### src/hw/rtl/rbsa_pkg.sv
// ----------------------------------------------------------------------------
// rbsa_pkg
// Types, codes and helpers shared by the bump and frame-stack allocator.
// ----------------------------------------------------------------------------
`default_nettype none

package rbsa_pkg;

	localparam int unsigned ALIGN_BYTES     = 16;
	localparam int unsigned FRAME_TAG_BYTES = 8;
	localparam int unsigned FRAME_DEPTH_DEF = 64;

	localparam int unsigned DATA_W = 32;
	localparam int unsigned TOP_W  = 33;
	localparam int unsigned LEN_W  = 34;
	localparam int unsigned ADDR_W = 4;

	localparam logic [DATA_W-1:0] RST_BUFFER_LENGTH = 32'd65536;
	localparam logic [DATA_W-1:0] RST_DATA_LENGTH   = 32'd16384;
	localparam logic [DATA_W-1:0] RST_DATA_MAX      = 32'd4096;
	localparam logic [DATA_W-1:0] RST_STACK_MAX     = 32'd4096;

	typedef enum logic [1:0] {
		REG_BUFFER_LENGTH = 2'd0,
		REG_DATA_LENGTH   = 2'd1,
		REG_DATA_MAX      = 2'd2,
		REG_STACK_MAX     = 2'd3
	} reg_idx_t;

	typedef enum logic [1:0] {
		KIND_DATA    = 2'd0,
		KIND_PUSH    = 2'd1,
		KIND_POP     = 2'd2,
		KIND_POP_ALT = 2'd3
	} kind_t;

	typedef enum logic [2:0] {
		STATUS_OK         = 3'd0,
		STATUS_TOO_LARGE  = 3'd1,
		STATUS_NO_SPACE   = 3'd2,
		STATUS_NO_FRAME   = 3'd3,
		STATUS_STORE_FULL = 3'd4
	} status_t;

	// Configuration as seen by the request engine.
	typedef struct packed {
		logic [DATA_W-1:0] data_max_request;
		logic [DATA_W-1:0] stack_max_request;
		logic [DATA_W-1:0] boundary;
		logic              restart;
		logic [TOP_W-1:0]  restart_top;
	} cfg_t;

	function automatic logic [LEN_W-1:0] round_up(input logic [LEN_W-1:0] x);
		logic [LEN_W-1:0] s;
		s = x + LEN_W'(ALIGN_BYTES - 1);
		return LEN_W'((s / ALIGN_BYTES) * ALIGN_BYTES);
	endfunction

endpackage

`default_nettype wire

### src/hw/rtl/rbsa_req_if.sv
// ----------------------------------------------------------------------------
// rbsa_req_if
// Request channel: kind and requested length with a valid/ready handshake.
// ----------------------------------------------------------------------------
`default_nettype none

interface rbsa_req_if import rbsa_pkg::*; ();
	logic              valid;
	logic              ready;
	logic [1:0]        kind;
	logic [DATA_W-1:0] request_length;

	modport source (output valid, kind, request_length, input ready);
	modport sink (input valid, kind, request_length, output ready);
endinterface

`default_nettype wire

### src/hw/rtl/rbsa_rsp_if.sv
// ----------------------------------------------------------------------------
// rbsa_rsp_if
// Result channel: granted offset and status with a valid/ready handshake.
// ----------------------------------------------------------------------------
`default_nettype none

interface rbsa_rsp_if import rbsa_pkg::*; ();
	logic              valid;
	logic              ready;
	logic [DATA_W-1:0] granted_offset;
	logic [2:0]        status;

	modport source (output valid, granted_offset, status, input ready);
	modport sink (input valid, granted_offset, status, output ready);
endinterface

`default_nettype wire

### src/hw/rtl/rbsa_cfg.sv
// ----------------------------------------------------------------------------
// rbsa_cfg
// APB register file holding the buffer geometry and request limits.
// ----------------------------------------------------------------------------
`default_nettype none

module rbsa_cfg import rbsa_pkg::*; (
	input  wire logic              clk,
	input  wire logic              arst_n,
	input  wire logic              psel,
	input  wire logic              penable,
	input  wire logic              pwrite,
	input  wire logic [ADDR_W-1:0] paddr,
	input  wire logic [DATA_W-1:0] pwdata,
	output logic      [DATA_W-1:0] prdata,
	output logic                   pready,
	output cfg_t                   cfg
);

	logic [DATA_W-1:0] buffer_length_q, data_length_q, data_max_q, stack_max_q, boundary_q;
	logic [DATA_W-1:0] buffer_length_nxt, data_length_nxt;
	logic              wr;
	reg_idx_t          idx;

	assign pready = 1'b1;
	assign wr     = psel & penable & pwrite;
	assign idx    = reg_idx_t'(paddr[3:2]);

	assign buffer_length_nxt = (wr && idx == REG_BUFFER_LENGTH) ? pwdata : buffer_length_q;
	assign data_length_nxt   = (wr && idx == REG_DATA_LENGTH) ? pwdata : data_length_q;

	always_ff @(posedge clk or negedge arst_n) begin
		if (!arst_n) begin
			buffer_length_q <= RST_BUFFER_LENGTH;
			data_length_q   <= RST_DATA_LENGTH;
			data_max_q      <= RST_DATA_MAX;
			stack_max_q     <= RST_STACK_MAX;
			boundary_q      <= RST_DATA_LENGTH;
		end else if (wr) begin
			buffer_length_q <= buffer_length_nxt;
			data_length_q   <= data_length_nxt;
			// The data segment never reaches past the buffer end.
			boundary_q      <= (data_length_nxt < buffer_length_nxt) ? data_length_nxt
			                                                          : buffer_length_nxt;
			if (idx == REG_DATA_MAX) begin
				data_max_q <= pwdata;
			end
			if (idx == REG_STACK_MAX) begin
				stack_max_q <= pwdata;
			end
		end
	end

	always_comb begin
		unique case (idx)
			REG_BUFFER_LENGTH: prdata = buffer_length_q;
			REG_DATA_LENGTH:   prdata = data_length_q;
			REG_DATA_MAX:      prdata = data_max_q;
			REG_STACK_MAX:     prdata = stack_max_q;
			default:           prdata = '0;
		endcase
	end

	assign cfg.data_max_request  = data_max_q;
	assign cfg.stack_max_request = stack_max_q;
	assign cfg.boundary          = boundary_q;
	assign cfg.restart           = wr && (idx == REG_BUFFER_LENGTH || idx == REG_DATA_LENGTH);
	assign cfg.restart_top       = {1'b0, buffer_length_nxt};

endmodule

`default_nettype wire

### src/hw/rtl/rbsa_frame_mem.sv
// ----------------------------------------------------------------------------
// rbsa_frame_mem
// Frame length store: one write port, one read port, registered read data.
// ----------------------------------------------------------------------------
`default_nettype none

module rbsa_frame_mem import rbsa_pkg::*; #(
	parameter int unsigned DEPTH = FRAME_DEPTH_DEF,
	parameter int unsigned AW    = $clog2(DEPTH)
) (
	input  wire logic             clk,
	input  wire logic             wr_en,
	input  wire logic [AW-1:0]    wr_addr,
	input  wire logic [TOP_W-1:0] wr_data,
	input  wire logic             rd_en,
	input  wire logic [AW-1:0]    rd_addr,
	output logic      [TOP_W-1:0] rd_data
);

	logic [TOP_W-1:0] mem_q [DEPTH];
	logic [TOP_W-1:0] rd_data_q;

	always_ff @(posedge clk) begin
		if (wr_en) begin
			mem_q[wr_addr] <= wr_data;
		end
		if (rd_en) begin
			rd_data_q <= mem_q[rd_addr];
		end
	end

	assign rd_data = rd_data_q;

endmodule

`default_nettype wire

### src/hw/rtl/rbsa_ctrl.sv
// ----------------------------------------------------------------------------
// rbsa_ctrl
// Request engine: pointer checks and updates, frame store access, result register.
// ----------------------------------------------------------------------------
`default_nettype none

module rbsa_ctrl import rbsa_pkg::*; #(
	parameter int unsigned FRAME_DEPTH = FRAME_DEPTH_DEF,
	parameter int unsigned AW          = $clog2(FRAME_DEPTH),
	parameter int unsigned CW          = $clog2(FRAME_DEPTH + 1)
) (
	input  wire logic             clk,
	input  wire logic             arst_n,
	input  wire cfg_t             cfg,
	rbsa_req_if.sink              req,
	rbsa_rsp_if.source            rsp,
	output logic                  mem_wr_en,
	output logic      [AW-1:0]    mem_wr_addr,
	output logic      [TOP_W-1:0] mem_wr_data,
	output logic                  mem_rd_en,
	output logic      [AW-1:0]    mem_rd_addr,
	input  wire logic [TOP_W-1:0] mem_rd_data
);

	typedef enum logic [1:0] {
		S_IDLE = 2'b01,
		S_EXEC = 2'b10
	} state_t;

	state_t            state_q;
	logic              accept, done;

	kind_t             kind_s1;
	logic [DATA_W-1:0] req_s1;
	logic [LEN_W-1:0]  len_s1;

	logic [DATA_W-1:0] data_top_q, data_top_d;
	logic [TOP_W-1:0]  stack_top_q, stack_top_d;
	logic [CW-1:0]     count_q, count_d;

	logic              out_valid_q;
	logic [DATA_W-1:0] offset_q, res_offset;
	status_t           status_q, res_status;

	logic [LEN_W-1:0]  sum_data, stack_ext, stack_diff, bound_ext;
	logic [TOP_W-1:0]  stack_pop;

	assign req.ready = (state_q == S_IDLE);
	assign accept    = req.valid & req.ready;
	// A result leaves the engine once the output register is free or draining.
	assign done      = (state_q == S_EXEC) && (!out_valid_q || rsp.ready);

	// The top frame length is fetched while the request is captured.
	assign mem_rd_en   = accept;
	assign mem_rd_addr = AW'(count_q - 1'b1);
	assign mem_wr_addr = count_q[AW-1:0];
	assign mem_wr_data = len_s1[TOP_W-1:0];

	always_ff @(posedge clk) begin
		if (accept) begin
			kind_s1 <= kind_t'(req.kind);
			req_s1  <= req.request_length;
			if (kind_t'(req.kind) == KIND_PUSH) begin
				len_s1 <= round_up({2'b00, req.request_length} + LEN_W'(FRAME_TAG_BYTES));
			end else begin
				len_s1 <= round_up({2'b00, req.request_length});
			end
		end
	end

	assign sum_data   = {2'b00, data_top_q} + len_s1;
	assign stack_ext  = {1'b0, stack_top_q};
	assign stack_diff = stack_ext - len_s1;
	assign bound_ext  = {2'b00, cfg.boundary};
	assign stack_pop  = stack_top_q + mem_rd_data;

	always_comb begin
		res_status  = STATUS_OK;
		res_offset  = '0;
		data_top_d  = data_top_q;
		stack_top_d = stack_top_q;
		count_d     = count_q;
		mem_wr_en   = 1'b0;
		unique case (kind_s1) inside
			KIND_DATA: begin
				if (req_s1 > cfg.data_max_request) begin
					res_status = STATUS_TOO_LARGE;
				end else if (sum_data > bound_ext) begin
					res_status = STATUS_NO_SPACE;
				end else begin
					res_offset = data_top_q;
					data_top_d = sum_data[DATA_W-1:0];
				end
			end
			KIND_PUSH: begin
				if (req_s1 > cfg.stack_max_request) begin
					res_status = STATUS_TOO_LARGE;
				end else if (stack_ext < len_s1 || stack_diff < bound_ext) begin
					res_status = STATUS_NO_SPACE;
				end else if (count_q >= CW'(FRAME_DEPTH)) begin
					res_status = STATUS_STORE_FULL;
				end else begin
					stack_top_d = stack_diff[TOP_W-1:0];
					count_d     = count_q + 1'b1;
					mem_wr_en   = done;
					res_offset  = stack_diff[DATA_W-1:0] + DATA_W'(FRAME_TAG_BYTES);
				end
			end
			KIND_POP, KIND_POP_ALT: begin
				if (count_q == '0) begin
					res_status = STATUS_NO_FRAME;
				end else begin
					count_d     = count_q - 1'b1;
					stack_top_d = stack_pop;
					res_offset  = stack_pop[DATA_W-1:0];
				end
			end
			default: res_status = STATUS_OK;
		endcase
	end

	always_ff @(posedge clk or negedge arst_n) begin
		if (!arst_n) begin
			state_q <= S_IDLE;
		end else begin
			unique case (state_q)
				S_IDLE: if (accept) state_q <= S_EXEC;
				S_EXEC: if (done) state_q <= S_IDLE;
				default: state_q <= S_IDLE;
			endcase
		end
	end

	always_ff @(posedge clk or negedge arst_n) begin
		if (!arst_n) begin
			data_top_q  <= '0;
			stack_top_q <= {1'b0, RST_BUFFER_LENGTH};
			count_q     <= '0;
		end else if (cfg.restart) begin
			data_top_q  <= '0;
			stack_top_q <= cfg.restart_top;
			count_q     <= '0;
		end else if (done) begin
			data_top_q  <= data_top_d;
			stack_top_q <= stack_top_d;
			count_q     <= count_d;
		end
	end

	always_ff @(posedge clk or negedge arst_n) begin
		if (!arst_n) begin
			out_valid_q <= 1'b0;
		end else if (done) begin
			out_valid_q <= 1'b1;
		end else if (rsp.ready) begin
			out_valid_q <= 1'b0;
		end
	end

	always_ff @(posedge clk) begin
		if (done) begin
			offset_q <= res_offset;
			status_q <= res_status;
		end
	end

	assign rsp.valid          = out_valid_q;
	assign rsp.granted_offset = offset_q;
	assign rsp.status         = status_q;

endmodule

`default_nettype wire

### src/hw/rtl/region_bump_and_stack_allocator_core.sv
// ----------------------------------------------------------------------------
// region_bump_and_stack_allocator_core
// A transferred request is held in the request registers and checked in the execute state,
// then its result is registered in the output register; no new request is taken before that.
// A waiting result lets one more request transfer in and holds it until the result leaves.
// Reset: pointers restart (data top at zero, stack top at buffer_length, no frames);
// registers return to defaults. Writing buffer_length or data_length restarts too.
// ----------------------------------------------------------------------------
`default_nettype none

module region_bump_and_stack_allocator_core import rbsa_pkg::*; #(
	parameter int unsigned FRAME_DEPTH = FRAME_DEPTH_DEF
) (
	input  wire logic              clk,
	input  wire logic              arst_n,
	input  wire logic              psel,
	input  wire logic              penable,
	input  wire logic              pwrite,
	input  wire logic [ADDR_W-1:0] paddr,
	input  wire logic [DATA_W-1:0] pwdata,
	output logic      [DATA_W-1:0] prdata,
	output logic                   pready,
	rbsa_req_if.sink               req,
	rbsa_rsp_if.source             rsp
);

	localparam int unsigned AW = $clog2(FRAME_DEPTH);
	localparam int unsigned CW = $clog2(FRAME_DEPTH + 1);

	cfg_t             cfg;
	logic             mem_wr_en, mem_rd_en;
	logic [AW-1:0]    mem_wr_addr, mem_rd_addr;
	logic [TOP_W-1:0] mem_wr_data, mem_rd_data;

	rbsa_cfg u_cfg (
		.clk     (clk),
		.arst_n  (arst_n),
		.psel    (psel),
		.penable (penable),
		.pwrite  (pwrite),
		.paddr   (paddr),
		.pwdata  (pwdata),
		.prdata  (prdata),
		.pready  (pready),
		.cfg     (cfg)
	);

	rbsa_frame_mem #(
		.DEPTH (FRAME_DEPTH),
		.AW    (AW)
	) u_frame_mem (
		.clk     (clk),
		.wr_en   (mem_wr_en),
		.wr_addr (mem_wr_addr),
		.wr_data (mem_wr_data),
		.rd_en   (mem_rd_en),
		.rd_addr (mem_rd_addr),
		.rd_data (mem_rd_data)
	);

	rbsa_ctrl #(
		.FRAME_DEPTH (FRAME_DEPTH),
		.AW          (AW),
		.CW          (CW)
	) u_ctrl (
		.clk         (clk),
		.arst_n      (arst_n),
		.cfg         (cfg),
		.req         (req),
		.rsp         (rsp),
		.mem_wr_en   (mem_wr_en),
		.mem_wr_addr (mem_wr_addr),
		.mem_wr_data (mem_wr_data),
		.mem_rd_en   (mem_rd_en),
		.mem_rd_addr (mem_rd_addr),
		.mem_rd_data (mem_rd_data)
	);

endmodule

`default_nettype wire

### src/flat_wrapper.sv
// flat-port wrapper written by rule: the top's interface ports become plain ports
module region_bump_and_stack_allocator_core_flat import rbsa_pkg::*;
#(
	parameter int unsigned FRAME_DEPTH = FRAME_DEPTH_DEF
)
  (clk, arst_n, psel, penable, pwrite, paddr, pwdata, prdata, pready, req_valid, req_kind, req_request_length, req_ready, rsp_valid, rsp_granted_offset, rsp_status, rsp_ready);
  rbsa_req_if req_i ();
  rbsa_rsp_if rsp_i ();
  input  wire logic clk;
  input  wire logic arst_n;
  input  wire logic psel;
  input  wire logic penable;
  input  wire logic pwrite;
  input  wire logic [ADDR_W-1:0] paddr;
  input  wire logic [DATA_W-1:0] pwdata;
  output logic      [DATA_W-1:0] prdata;
  output logic pready;
  input wire logic [$bits(req_i.valid)-1:0] req_valid;
  input wire logic [$bits(req_i.kind)-1:0] req_kind;
  input wire logic [$bits(req_i.request_length)-1:0] req_request_length;
  output wire logic [$bits(req_i.ready)-1:0] req_ready;
  output wire logic [$bits(rsp_i.valid)-1:0] rsp_valid;
  output wire logic [$bits(rsp_i.granted_offset)-1:0] rsp_granted_offset;
  output wire logic [$bits(rsp_i.status)-1:0] rsp_status;
  input wire logic [$bits(rsp_i.ready)-1:0] rsp_ready;
  assign req_i.valid = req_valid;
  assign req_i.kind = req_kind;
  assign req_i.request_length = req_request_length;
  assign req_ready = req_i.ready;
  assign rsp_valid = rsp_i.valid;
  assign rsp_granted_offset = rsp_i.granted_offset;
  assign rsp_status = rsp_i.status;
  assign rsp_i.ready = rsp_ready;
  region_bump_and_stack_allocator_core #(.FRAME_DEPTH(FRAME_DEPTH)) u_core (.clk(clk), .arst_n(arst_n), .psel(psel), .penable(penable), .pwrite(pwrite), .paddr(paddr), .pwdata(pwdata), .prdata(prdata), .pready(pready), .req(req_i), .rsp(rsp_i));
endmodule
### config.mk
export PLATFORM = sky130hd
export DESIGN_NAME = region_bump_and_stack_allocator_core_flat
export DESIGN_NICKNAME = d
export VERILOG_FILES = /design/src/hw/rtl/rbsa_pkg.sv /design/src/hw/rtl/rbsa_req_if.sv /design/src/hw/rtl/rbsa_rsp_if.sv /design/src/hw/rtl/rbsa_cfg.sv /design/src/hw/rtl/rbsa_frame_mem.sv /design/src/hw/rtl/rbsa_ctrl.sv /design/src/hw/rtl/region_bump_and_stack_allocator_core.sv /design/src/flat_wrapper.sv
export SDC_FILE = /design/constraint.sdc
export NUM_CORES = 2
export LEC_CHECK = 0
export ABC_CLOCK_PERIOD_IN_PS = 18900
export BUFFER_PORTS_ARGS = -buffer_cell sky130_fd_sc_hd__buf_2
export CAP_MARGIN = 20
export CELL_PAD_IN_SITES_DETAIL_PLACEMENT = 1
export CELL_PAD_IN_SITES_GLOBAL_PLACEMENT = 2
export CORE_MARGIN = 8
export CORE_UTILIZATION = 53
export DETAILED_ROUTE_END_ITERATION = 10
export GPL_TIMING_DRIVEN = 0
export HOLD_SLACK_MARGIN = 0.15
export PLACE_DENSITY = 0.95
export SLEW_MARGIN = 40
export SYNTH_ARGS = -nofsm -noshare
export SYNTH_HDL_FRONTEND = slang
export SYNTH_SLANG_ARGS = --single-unit
### constraint.sdc
create_clock -name clk -period 18.9 [get_ports clk]
set_input_delay 3.78 -clock clk [delete_from_list [all_inputs] [get_ports clk]]
set_output_delay 3.78 -clock clk [all_outputs]
set_load 0.02 [all_outputs]
======== Word level (Yosys, flattened, before mapping) ========
Memory sizes are Yosys's and may differ from the RTL's. A register that Yosys moved wholly into a read port is not among the register bits.
Cells that the tools add are included.
storage, ports and cells
  output and inout bits ................... 70
  bits of input ports ..................... 77
  logic and storage cells ................. 122
  RAM bits ................................ 2112
  bits in registers ....................... 338
  memories ................................ 1
operators by class
  add/subtract/negate cells ............... 9
  reduce and logical (&&, ||, !) cells .... 21
  muxes and demuxes ....................... 49
  bitwise operators ....................... 3
  order comparisons ....................... 7
  eq/ne operators ......................... 17
memories
  memory                    depth  width  rd ports  clocked after memory_dff  wr ports  line                  text
  u_core.u_frame_mem.mem_q  64     33     1         1                         1         rbsa_frame_mem.sv:20  logic [TOP_W-1:0] mem_q [DEPTH];
operator list
  cell                   number
  $mux 32                14
  $mux 33                6
  $pmux 32 s4            1
  $pmux 32 s3            1
  $add 32x4->33 const B  2
  $pmux 33 s2            1
  $gt 32x32->1           2
  $mux 7                 6
  $add 32x34->34         1
  $add 33x4->34 const B  1
  $gt 34x32->1           1
  $lt 33x34->1           1
  $lt 34x32->1           1
  $mux 34                1
  $sub 33x34->34         1
  $add 33x33->33         1
  $add 32x4->32 const B  1
  $lt 32x32->1           1
  $pmux 7 s2             1
  $mux 3                 4
  $ne 3x2->1 const B     4
  $eq 2x2->1 const B     5
  $pmux 3 s3             1
  $eq 2x1->1 const B     4
  other kinds (20)       44

======== Longest topological paths before layout ========
  depth after elaboration ................. 9
  mapped depth ............................ 26
  mapped depth without buffers ............ 24

======== Hierarchy ========
Synthesis repeated with hierarchy kept, for this count alone.
second synthesis, totals
  cell total of the unflattened synthesis .. 6055
  area, all modules ....................... 105706.4 um^2
by module, submodules not included
  module          instances  area each (um^2)  sequential area each (um^2)  cells an instance
  rbsa_frame_mem  1          81523.2           64411.8                      3598
  rbsa_ctrl       1          15712.6           4722.0                       1812
  rbsa_cfg        1          8470.6            4010.1                       645

======== Worst setup path after synthesis ========
Ideal clock, no wire load.
  path kind ............................... input to output
  from .................................... input paddr[2]
  to ...................................... output prdata[13]
  arrival time ............................ 5.348 ns
  stages .................................. 4
  slack ................................... 9.772 ns
  cell sequence ........................... clkbuf_1 > buf_1 > clkbuf_1 > mux4_2
between the ends
  cells in the longest elaborated chain, start to end .. 2
  elaborated cells between the ends (all ways) .. 5
  classes of those cells .................. 3 x eq/ne; 1 x mux; 1 x reduce/logical
RTL lines
  what                                      line                text
  start, declared                           flat_wrapper.sv:14  input wire logic [ADDR_W-1:0] paddr;
  $eq 2x2->1, or another cell as far along  rbsa_cfg.sv:55      unique case (idx)
  $pmux 32 s4 (*)                           rbsa_cfg.sv:55
  end, declared                             flat_wrapper.sv:16  output logic [DATA_W-1:0] prdata;
Every way passes the cells marked *; elsewhere a longest branch is shown, timed or not.

======== Final worst setup path ========
  from .................................... input paddr[3]
  to ...................................... output prdata[28]
The elaborated chain is that of the path after synthesis.

==> flow_metrics.py <==
metrics = {
    "clock_tree": {
        "clk_path_buf_depth": 3,
        "clock_latency_ns": 0.92,
        "htree_levels": 4,
        "tritoncts": "done",
        "ctsHoldBuffers": 0,
        "numCtsBuffers": 212,
        "cts_setup_buffers": 0,
        "cts-root-buf": "clkbuf_16",
        "cts.sinks": 2214,
        "path_clk_slew_ns": 0.06,
        "post_cts_resized": 0,
    },
    "pwr": {
        "p_total_mw": 18.7,
        "leakage_nw": 37.8,
        "power_density_nw_per_um2": 170,
        "worst_ir_drop_vdd_mv": 0.125,
    },
    "placed_design": {
        "gp_congestion": 0.920,
        "dp_hpwl_microns": 232000,
        "pre_cts_slack_ns": 8.73,
        "io_buffers": 141,
    },
    "yosys": {
        "synthFlopType": "edfxtp_1",
        "yosysWarnings": 0,
        "synth_edf_count": 1983,
        "syn_avg_cell_area_sq_um": 18.2,
        "synthCells": 5229,
        "ys_seq_area_share_pct": 68.6,
        "ys_ff_latch": 2214,
        "syn_nets": 5551,
        "synth.distinct_cells": 86,
        "synth_async_sr_flop_share_pct": 10.4,
        "netlist_area_sq_um": 95200,
    },
    "hold_path": {
        "hold_path_startpoint": "u_core.u_cfg.boundary_q[8]",
        "hold_class": "flip-flop to flip-flop",
        "min_delay_path_depth": 2,
        "min_to": "u_core.u_cfg.boundary_q[8]",
    },
    "worst_setup_path": {
        "end_kind": "output port",
        "crit_arrival_ns": 6.48,
        "r2r_cells": 27,
        "slowest_stage": "clkbuf_1",
        "cp_common_cell": "clkbuf_1",
        "worstPathCellList": "clkbuf_1, buf_1, clkbuf_1, mux4_2, buf_2",
        "cp_slowest_stage_delay_ns": 0.72,
        "crit_start": "paddr[3]",
        "rr_endpoint": "u_core.u_frame_mem.mem_q[31][17]",
        "start_kind": "input port",
        "cp.required_ns": 15.12,
        "crit-reg2reg-launch": "u_core.u_ctrl.len_s1[21]",
        "cp_max_fo": 10,
        "r2r_setup_slack_ns": 10.18,
        "crit_type": "input port to output port",
    },
    "cells_and_area": {
        "multiInputGateArea_sq_um": 28600,
        "post-route-util_pct": 61.9,
        "layout_common_cells": "edfxtp_1 (1983), mux4_2 (641), nand2_1 (254), ha_1 (242), dfrtp_1 (224)",
        "seq_area_sq_um": 65300,
        "layout.nets": 6141,
        "drive_gt1_share_pct": 28.1,
        "n_fill_cell": 15400,
        "area_delta_synth_final_pct": 15.9,
        "layout_commonest_cell": "edfxtp_1",
    },
    "grt": {
        "grt_usage_pct": 36.1,
        "grt_max_degree": 75,
        "grt_pass1_wl_microns": 485000,
        "overflow": 0,
        "grt_pass1_vias": 60700,
        "antenna_found_initial": 40,
    },
    "route": {
        "drt_iter0_drc": 8451,
        "antenna_left": 0,
        "top_layer": "met5",
        "drt-wirelength-per-cell_microns": 42.0,
        "wl_met2_microns": 168000,
        "dr_wl_met3_microns": 37000,
        "route.detailed.drc": 0,
        "met1_length_microns": 115000,
        "drtPass1Iterations": 8,
        "wl_microns": 353000,
        "vias": 59400,
        "via_per_inst": 7.07,
    },
    "floorplan": {
        "die_h_microns": 440,
        "start_util_pct": 53.4,
        "dieArea_sq_um": 193000,
        "die_w_microns": 440,
        "io_pins": 147,
        "core_region_area_sq_um": 178000,
        "num_rows": 155,
    },
    "flow_run": {
        "drv_cap": 0,
    },
    "sta": {
        "fin_crit_ns": 10.26,
        "fmax_ghz": 0.0975,
        "whs_ns": 0.517,
        "finalSetupTns_ns": 0,
        "min_period_over_period_pct": 54.3,
        "layout_setup_ws_ns": 8.64,
        "final_hold_viol_count": 0,
        "rsz0062_at_grt": "false",
        "tightest_slew_ns": 0.953,
        "max_slew_margin_pct": 36.4,
        "final_max_slew_viol_count": 0,
        "fin_skew_ns": 0.102,
        "setup_viol": 0,
    },
    "outcome": {
        "status": "finished, final reports clean",
    },
}
==> metrics by stage <==
step | std cells | instance area, sq um
5_1_grt | 8379 | 110000
2_1_floorplan | 5229 | 95200
4_1_cts | 8364 | 110000
6_report | 8404 | 110000
3_5_place_dp | 7959 | 103000
3_3_place_gp | 7725 | 98900
==> synth_stat cells (all sizes together), types with 7 or more instances <==
cell type | count | area share (%)
inv | 208 | 0.82
dfrtp | 224 | 5.9
clkbuf | 198 | 0.78
o211ai | 20 | 0.16
nand4 | 44 | 0.29
o22ai | 8 | 0.053
mux2i | 40 | 0.42
o21ai | 125 | 0.66
o221ai | 52 | 0.48
or2 | 9 | 0.059
edfxtp | 1983 | 63
a31oi | 10 | 0.066
xnor2 | 78 | 0.72
o31ai | 10 | 0.079
nor2 | 170 | 0.67
or3 | 11 | 0.072
nand2 | 255 | 1.0
nand3 | 127 | 0.67
dfstp | 7 | 0.19
and3 | 23 | 0.15
xor2 | 39 | 0.36
or4 | 14 | 0.11
buf | 65 | 0.28
nand2b | 15 | 0.099
o2111ai | 8 | 0.074
nor2b | 21 | 0.14
o311ai | 26 | 0.24
and2 | 13 | 0.085
nor4 | 19 | 0.16
mux4 | 641 | 15
a21o | 84 | 0.66
o21a | 27 | 0.21
a21oi | 134 | 0.71
o21bai | 10 | 0.079
a211oi | 27 | 0.21
nor3 | 31 | 0.16
mux2 | 111 | 1.3
a22oi | 11 | 0.087
a21boi | 7 | 0.055
and4 | 12 | 0.11
ha | 242 | 3.2
==> kinds of logic after synthesis <==
| logic type | share of synthesized area (%) |
|---|---|
| other cells | 0.00394 |
| buf+inv | 1.88 |
| simple gates | 3.99 |
| fa+ha+maj | 3.24 |
| compound gates | 4.28 |
| mux | 16.9 |
| flops | 68.6 |
| xor+xnor | 1.08 |
==> power by group <==
| part | total (mW) | switching (mW) | internal (mW) |
|---|---|---|---|
| clock network | 4.50 | 2.07 | 2.43 |
| registers | 5.86 | 0.214 | 5.65 |
| logic | 8.38 | 5.35 | 3.03 |
==> cell type report <==
| class | instances | area share [%] |
|---|---|---|
| Timing Repair Buffer | 376 | 3.92 |
| Sequential cell | 2214 | 59.2 |
| Buffer | 263 | 1.05 |
| Tap cell | 2355 | 2.67 |
| Inverter | 208 | 0.707 |
| Clock inverter | 135 | 1.34 |
| Clock buffer | 270 | 5.09 |
| Multi-Input combinational cell | 2544 | 26.0 |
| Antenna cell | 39 | 0.0884 |
==> per-layer routing <==
metal  GRT usage (%)  vias to the layer above
met1            42.5                    30600
met2            58.7                     4991
met4            25.8                       12
met5               0                        -
met3            8.37                     1271
li1                -                    22500
==> critical path: cells and delay by family <==
family	cells	cell delay [ns]
multiplexers	1	0.51
buffers and inverters	4	2.16
==> sequential cells by signal, summed over array words and instances (netlist names) <==
| register | count |
|---|---|
| u_core.u_cfg.boundary_q | 32 |
| u_core.u_ctrl.len_s1 | 29 |
| u_core.u_ctrl.rsp.status | 3 |
| u_core.u_cfg.data_length_q | 32 |
| u_core.u_cfg.data_max_q | 32 |
| u_core.u_ctrl.state_q | 2 |
| u_core.u_cfg.stack_max_q | 32 |
| u_core.u_ctrl.stack_top_q | 33 |
| u_core.u_ctrl.req_s1 | 32 |
| u_core.u_ctrl.count_q | 7 |
| u_core.u_ctrl.kind_s1 | 2 |
| u_core.u_frame_mem.rd_data | 29 |
| u_core.u_frame_mem.mem_q | 1856 |
| u_core.u_ctrl.rsp.granted_offset | 32 |
| u_core.u_cfg.buffer_length_q | 32 |
| u_core.u_ctrl.data_top_q | 28 |
| u_core.u_ctrl.rsp.valid | 1 |
==> how the worst max path moves through the flow <==
stage	endpoint	slack [ns]
final	prdata[28]	8.64
after global routing	prdata[28]	8.66
after CTS	prdata[28]	8.73
after detailed placement	prdata[28]	8.73
after global placement	u_core.u_frame_mem.mem_q[31][16]	4.27
after floorplan	prdata[13]	9.77
Power figures use the tool's default switching activity.
